### config.mk
export PLATFORM = sky130hd
export DESIGN_NAME = wht_cmp_unit
export DESIGN_NICKNAME = d
export VERILOG_FILES = /design/src/rtl/core/wht_pkg.sv /design/src/rtl/core/wht_cmp_unit.sv
export SDC_FILE = /design/constraint.sdc
export NUM_CORES = 1
export LEC_CHECK = 0
export ABC_CLOCK_PERIOD_IN_PS = 800
export CAP_MARGIN = 20
export CORE_AREA = 8 8 47 49
export DETAILED_ROUTE_END_ITERATION = 7
export DIE_AREA = 0 0 55 57
export DONT_BUFFER_PORTS = 1
export SLEW_MARGIN = 20
export SYNTH_ARGS = -nofsm -noshare
export SYNTH_HDL_FRONTEND = slang
export SYNTH_SLANG_ARGS = --single-unit
### constraint.sdc
create_clock -name vclk -period 0.8
set_input_delay 0.12 -clock vclk [all_inputs]
set_output_delay 0.12 -clock vclk [all_outputs]
set_load 0.01 [all_outputs]
### src/rtl/core/wht_pkg.sv
// Package for the WPA2 handshake tracker: constants, result codes, types.
// No dependencies.
`default_nettype none
package wht_pkg;
    localparam int ENTRIES_DEF    = 8;
    localparam int SSID_BYTES_DEF = 32;
    localparam int MAC_W          = 48;
    localparam int WORD_W         = 64;
    localparam int CFG_IDX_W      = 3;

    localparam logic [CFG_IDX_W-1:0] REG_SSID_W0  = 3'd0;
    localparam logic [CFG_IDX_W-1:0] REG_SSID_W1  = 3'd1;
    localparam logic [CFG_IDX_W-1:0] REG_SSID_W2  = 3'd2;
    localparam logic [CFG_IDX_W-1:0] REG_SSID_W3  = 3'd3;
    localparam logic [CFG_IDX_W-1:0] REG_SSID_LEN = 3'd4;

    typedef enum logic [3:0] {
        RC_NEW       = 4'd0,
        RC_MSG2      = 4'd1,
        RC_MSG3      = 4'd2,
        RC_DONE      = 4'd3,
        RC_IGNORED   = 4'd4,
        RC_RESTART   = 4'd5,
        RC_FULL      = 4'd6,
        RC_BCN_TAKEN = 4'd7,
        RC_BCN_IGN   = 4'd8
    } rcode_t;

    typedef enum logic [2:0] {
        ST_IDLE,
        ST_SCAN,
        ST_NAME,
        ST_DECIDE,
        ST_READ,
        ST_OUT
    } state_t;

    typedef struct packed {
        logic       action;
        logic [WORD_W-1:0] data_w0;
        logic [WORD_W-1:0] data_w1;
        logic [WORD_W-1:0] data_w2;
        logic [WORD_W-1:0] data_w3;
        logic [5:0] ssid_length;
        logic [WORD_W-1:0] replay_counter;
        logic [MAC_W-1:0]  source_mac;
        logic [MAC_W-1:0]  dest_mac;
    } item_t;

    typedef struct packed {
        logic       key_ready;
        logic [3:0] result_code;
        logic [MAC_W-1:0]  first_sender_mac;
        logic [MAC_W-1:0]  first_receiver_mac;
        logic [WORD_W-1:0] anonce_w0;
        logic [WORD_W-1:0] anonce_w1;
        logic [WORD_W-1:0] anonce_w2;
        logic [WORD_W-1:0] anonce_w3;
        logic [WORD_W-1:0] snonce_w0;
        logic [WORD_W-1:0] snonce_w1;
        logic [WORD_W-1:0] snonce_w2;
        logic [WORD_W-1:0] snonce_w3;
    } result_t;
endpackage
`default_nettype wire

### src/rtl/core/wht_cmp_unit.sv
// Shared compare unit: one 64-bit equality per cycle plus the 8-byte masked
// name compare used for beacons. Depends on wht_pkg.
`default_nettype none
module wht_cmp_unit
(
    input  wire logic [wht_pkg::WORD_W-1:0] a,
    input  wire logic [wht_pkg::WORD_W-1:0] b,
    input  wire logic [7:0]                 byte_mask,
    output logic                            eq
);
    import wht_pkg::*;

    logic [WORD_W-1:0] diff;
    always_comb
    begin
        diff = a ^ b;
        eq = 1'b1;
        for (int i = 0; i < 8; i++)
        begin
            if (byte_mask[i] && (diff[8*i +: 8] != 8'd0))
                eq = 1'b0;
        end
    end
endmodule
`default_nettype wire

==> metrics, run 1 <==
status complete, but fails checks; failing checks setup timing; most frequent CP cell nand4_1; largest net degree at the start of global routing 2; CP Cell Sequence xnor2_1 -> nand4_1 -> o21ai_2 -> nand4_1 -> nor2_2; Max Fclk 1069 MHz; period utilisation layout 1.170; P&R area growth vs syn 28.45%; fillers 142; Slew @ Worst Pin 0.1545 ns; share of post-route cells with drive strength above 1 0.2857; cell taking the most area after synthesis xnor2_1; Crit Path Class in -> out; number of port buffers 0; Tot Pwr 0.4257 mW; CP endpoint kind output pin; Flop pwr share 0; max-cap viol count 0; Mapped Cells 91; DP Area 800.8 um2; post-DP HPWL 2665 um; total core area 0.001577 mm2; Leakage 0.2810 nW; CP peak stage delay 0.18 ns; initial antenna violation count 0; dpl ws -0.1734 ns; Multi-input gate area 899.6 um2; wire length per cell 26.70 um; syn_nets 227; Sw Share 0.2528; commonest non-fill, non-tap cell in the layout xnor2_1; synthesized area per cell 7.878 um2; CP endpoint eq; Int Pwr 0.3181 mW; Setup-failing EPs final 1; setup ws final -0.1357 ns; routability cong. 0.6742; crit path launch b[38]; Ys Warns 0; First-pass DRT Iterations 4; sequential area share after synthesis 0; DRC violations left 0; unrepaired setup endpoints after global routing yes; critical path's top delay family simple AND/OR/NAND/NOR gates; # IOs 137; post-route cell area 920.9 um2; vias per cell 6.194; Starting Density 0.4548; Arr. time, crit path 0.82 ns; VDD IR max 0.2029 mV; Nets 229; vias in the first global route 810; number of diodes 0; Routed WL 2884 um; Combinational Power Share 1.000; final max-slew violation count 0; number of routed nets with antenna violations 0; crit path launch type input pin; Synth top area share 0.7818; Hold Fails Final Rpt 0; minimum clock period 0.9357 ns; DR iter-0 viols 14; Slew Limit Headroom 0.8969; post-CTS setup buffers 0; FP Rows 15; seq_cells 0; register area 0 um2; Clk network pwr share 0; first-pass GRT wire length 3788 um; Yosys cell types 5; P_sw 0.1076 mW; instance count on the critical path 5; ranking of synthesized cells by area xnor2_1 (78%), nand4_1 (16%), o21ai_0 (2.8%); Die X 55 um; die area 0.003135 mm2; total grt overflow 0; CP max stage cell nor2_2; vias 669; Synth Cell Area 716.9 um2; P per Cell Area 462.2 mW/mm2; Buf/Inv on CP 0; Hold Crit Class in -> out; Max FO, Critical Path 1; commonest non-fill, non-tap cells in the layout xnor2_1 (41), xnor2_2 (23), nand4_1 (18); number of clock buffers in the layout 0; gr usage total 0.1532; Critical Path RT 0.68 ns; chip height 57 um
==> worst min path at each step <==
stage                      start  end  slack (ns)  cells past startpoint
global route        byte_mask[4]   eq        0.43                      3
detailed placement  byte_mask[5]   eq        0.42                      3
floorplan           byte_mask[2]   eq        0.40                      3
CTS                 byte_mask[5]   eq        0.42                      3
global placement    byte_mask[5]   eq        0.42                      3
finish              byte_mask[4]   eq        0.41                      3
==> timing repair <==
item	CTS	global route
hold buffers	0	0
setup endpoints to repair	1	1
pin swaps	10	6
resized for setup	10	7
hold endpoints to repair	0	0
==> metrics by stage <==
| step | utilization | setup TNS, ns | hold slack, ns | cells |
|---|---|---|---|---|
| after floorplan | - | -0.04747 | 0.3980 | 91 |
| final | 0.5841 | -0.1357 | 0.4113 | 108 |
| after global routing | 0.5841 | -0.2506 | 0.4293 | 108 |
| after detailed placement | 0.5079 | -0.1734 | 0.4220 | 108 |
| after global placement | 0.5079 | -0.1668 | 0.4208 | 108 |
| after CTS | 0.5556 | -0.1660 | 0.4201 | 108 |
==> tightest hold or removal path, stage by stage <==
cell and delay, ns:
o21ai_2 0.03, nand4_1 0.08, nor2_2 0.06
==> cells by family after synthesis <==
logic type / share of synthesized area
AOI/OAI and AO/OA: 0.05585
xor gates and xnor gates: 0.7819
and+or+nand+nor: 0.1623
==> cell usage after synthesis (all sizes together) <==
cell / count
o21ai: 8
nand4: 18
xnor2: 64
nor2: 1
==> metal layers <==
layer	wire length (um)	up-vias	global-route usage
met4	0	0	0
met2	1595	77	0.3160
met1	701	275	0.1257
met5	0	-	0
li1	-	317	-
met3	586	0	0.07532
==> power by group through the flow <==
| stage | Combinational, mW | Clock, mW | Sequential [mW] |
|---|---|---|---|
| 4_1_cts | 0.407 | 0 | 0 |
| 6_report | 0.426 | 0 | 0 |
| 3_3_place_gp | 0.367 | 0 | 0 |
| 2_1_floorplan | 0.344 | 0 | 0 |
| 5_1_grt | 0.465 | 0 | 0 |
| 3_5_place_dp | 0.372 | 0 | 0 |
==> cell type report <==
| type | count | area share |
|---|---|---|
| Multi-Input combinational cell | 91 | 0.9769 |
| Tap cell | 17 | 0.02310 |
Power figures use the tool's default switching activity.
==> run 2: changes to the inputs <==
- CELL_PAD_IN_SITES_DETAIL_PLACEMENT: default -> 1
- CELL_PAD_IN_SITES_GLOBAL_PLACEMENT: default -> 2
- CORE_AREA: 8 8 47 49 -> default
- CORE_MARGIN: default -> 8
- CORE_UTILIZATION: default -> 26
- DIE_AREA: 0 0 55 57 -> default
- MAX_ROUTING_LAYER: default -> met4
- PLACE_DENSITY_LB_ADDON: default -> 0.1
==> metrics, run 2 (synthesized netlist as in run 1, its figures left out) <==
Starting Density 0.2669 (was 0.4548); vias per cell 5.623 (was 6.194); routability cong. 0.6424 (was 0.6742); Max FO, Critical Path 1 (unchanged); max-cap viol count 0 (unchanged); number of diodes 0 (unchanged); Slew @ Worst Pin 0.1719 ns (was 0.1545 ns); total core area 0.002686 mm2 (was 0.001577 mm2); vias in the first global route 889 (was 810); DP Area 818.3 um2 (was 800.8 um2); unrepaired setup endpoints after global routing yes (unchanged); Nets 229 (unchanged); Leakage 0.2740 nW (was 0.2810 nW); setup ws final -0.1646 ns (was -0.1357 ns); total grt overflow 0 (unchanged); Routed WL 2950 um (was 2884 um); post-CTS setup buffers 0 (unchanged); VDD IR max 0.2183 mV (was 0.2029 mV); Max Fclk 1037 MHz (was 1069 MHz); CP endpoint kind output pin (unchanged); P&R area growth vs syn 33.51% (was 28.45%); number of port buffers 0 (unchanged); post-DP HPWL 2695 um (was 2665 um); status complete, but fails checks (unchanged); crit path launch type input pin (unchanged); number of clock buffers in the layout 0 (unchanged); Crit Path Class in -> out (unchanged); Slew Limit Headroom 0.8853 (was 0.8969); die area 0.004694 mm2 (was 0.003135 mm2); DR iter-0 viols 3 (was 14); largest net degree at the start of global routing 2 (unchanged); number of routed nets with antenna violations 0 (unchanged); initial antenna violation count 0 (unchanged); period utilisation layout 1.206 (was 1.170); Layout Utilization 0.3563 (was 0.5841); minimum clock period 0.9646 ns (was 0.9357 ns); DRC violations left 0 (unchanged); Die X 68.51 um (was 55 um); gr usage total 0.1025 (was 0.1532); First-pass DRT Iterations 2 (was 4); Fin Setup TNS -0.1646 ns (was -0.1357 ns); register area 0 um2 (unchanged); fillers 320 (was 142); commonest non-fill, non-tap cells in the layout xnor2_1 (43), nand4_1 (18), xnor2_2 (18) (was xnor2_1 (41), xnor2_2 (23), nand4_1 (18)); first-pass GRT wire length 3739 um (was 3788 um); P per Cell Area 459.8 mW/mm2 (was 462.2 mW/mm2); wire length per cell 24.18 um (was 26.70 um); Hold Fails Final Rpt 0 (unchanged); failing checks setup timing (unchanged); Critical Path RT 0.68 ns (about the same); post-route cell area 957.2 um2 (was 920.9 um2); Hold Crit Class in -> out (unchanged); commonest non-fill, non-tap cell in the layout xnor2_1 (unchanged); hold_buf cts 0 (unchanged); Setup-failing EPs final 1 (unchanged); # IOs 137 (unchanged); final max-slew violation count 0 (unchanged); chip height 68.51 um (was 57 um); Arr. time, crit path 0.84 ns (was 0.82 ns); seq_cells 0 (unchanged); FP Rows 19 (was 15); share of post-route cells with drive strength above 1 0.2637 (was 0.2857); vias 686 (was 669)
-- run 2: cell counts in the layout (fill, tap and decap cells not counted) --
Identical to the previous run, type by type.
-- run 2: final cells by class --
cell class                      count  area, um2  area share
Tap cell                           31      38.79     0.04052
Multi-Input combinational cell     91      918.4      0.9595
-- run 2: timing repair --
item	CTS	global route
pin swaps	11	9
setup endpoints to repair	1	1
resized for setup	10	8
-- run 2: critical path, stage by stage --
cell,delay [ns]
xnor2_2,0.13
nand4_1,0.11
o21ai_1,0.15
nand4_1,0.12
nor2_2,0.20
-- run 2: final timing paths --
path / start / end / slack (ns) / cells past startpoint
worst min-delay path: byte_mask[6] / eq / 0.41 / 3
worst max-delay path: b[41] / eq / -0.16 / 5
-- run 2: through the flow --
stage / instances / hold slack, ns / total power, mW / setup slack, ns
after detailed placement: 122 / 0.4253 / 0.3780 / -0.2000
after global placement: 122 / 0.4226 / 0.3717 / -0.2016
final: 122 / 0.4130 / 0.4401 / -0.1646
after global routing: 122 / 0.4306 / 0.4840 / -0.2603
after CTS: 122 / 0.4233 / 0.4123 / -0.1689
after floorplan: 91 / 0.3980 / 0.3439 / -0.04747
-- run 2: power breakdown --
part / switching [mW] / internal [mW] / total [mW]
Combinational: 0.110 / 0.330 / 0.440
Clock: 0 / 0 / 0
Sequential: 0 / 0 / 0
Total: 0.110 / 0.330 / 0.440
-- run 2: metal layers --
| layer | up-vias | wire, um | track usage |
|---|---|---|---|
| met5 | - | 0 | - |
| met4 | 0 | 0 | 0 |
| met3 | 0 | 371 | 0.02585 |
| met2 | 66 | 1722 | 0.2079 |
| met1 | 303 | 856 | 0.09934 |
| li1 | 317 | - | - |
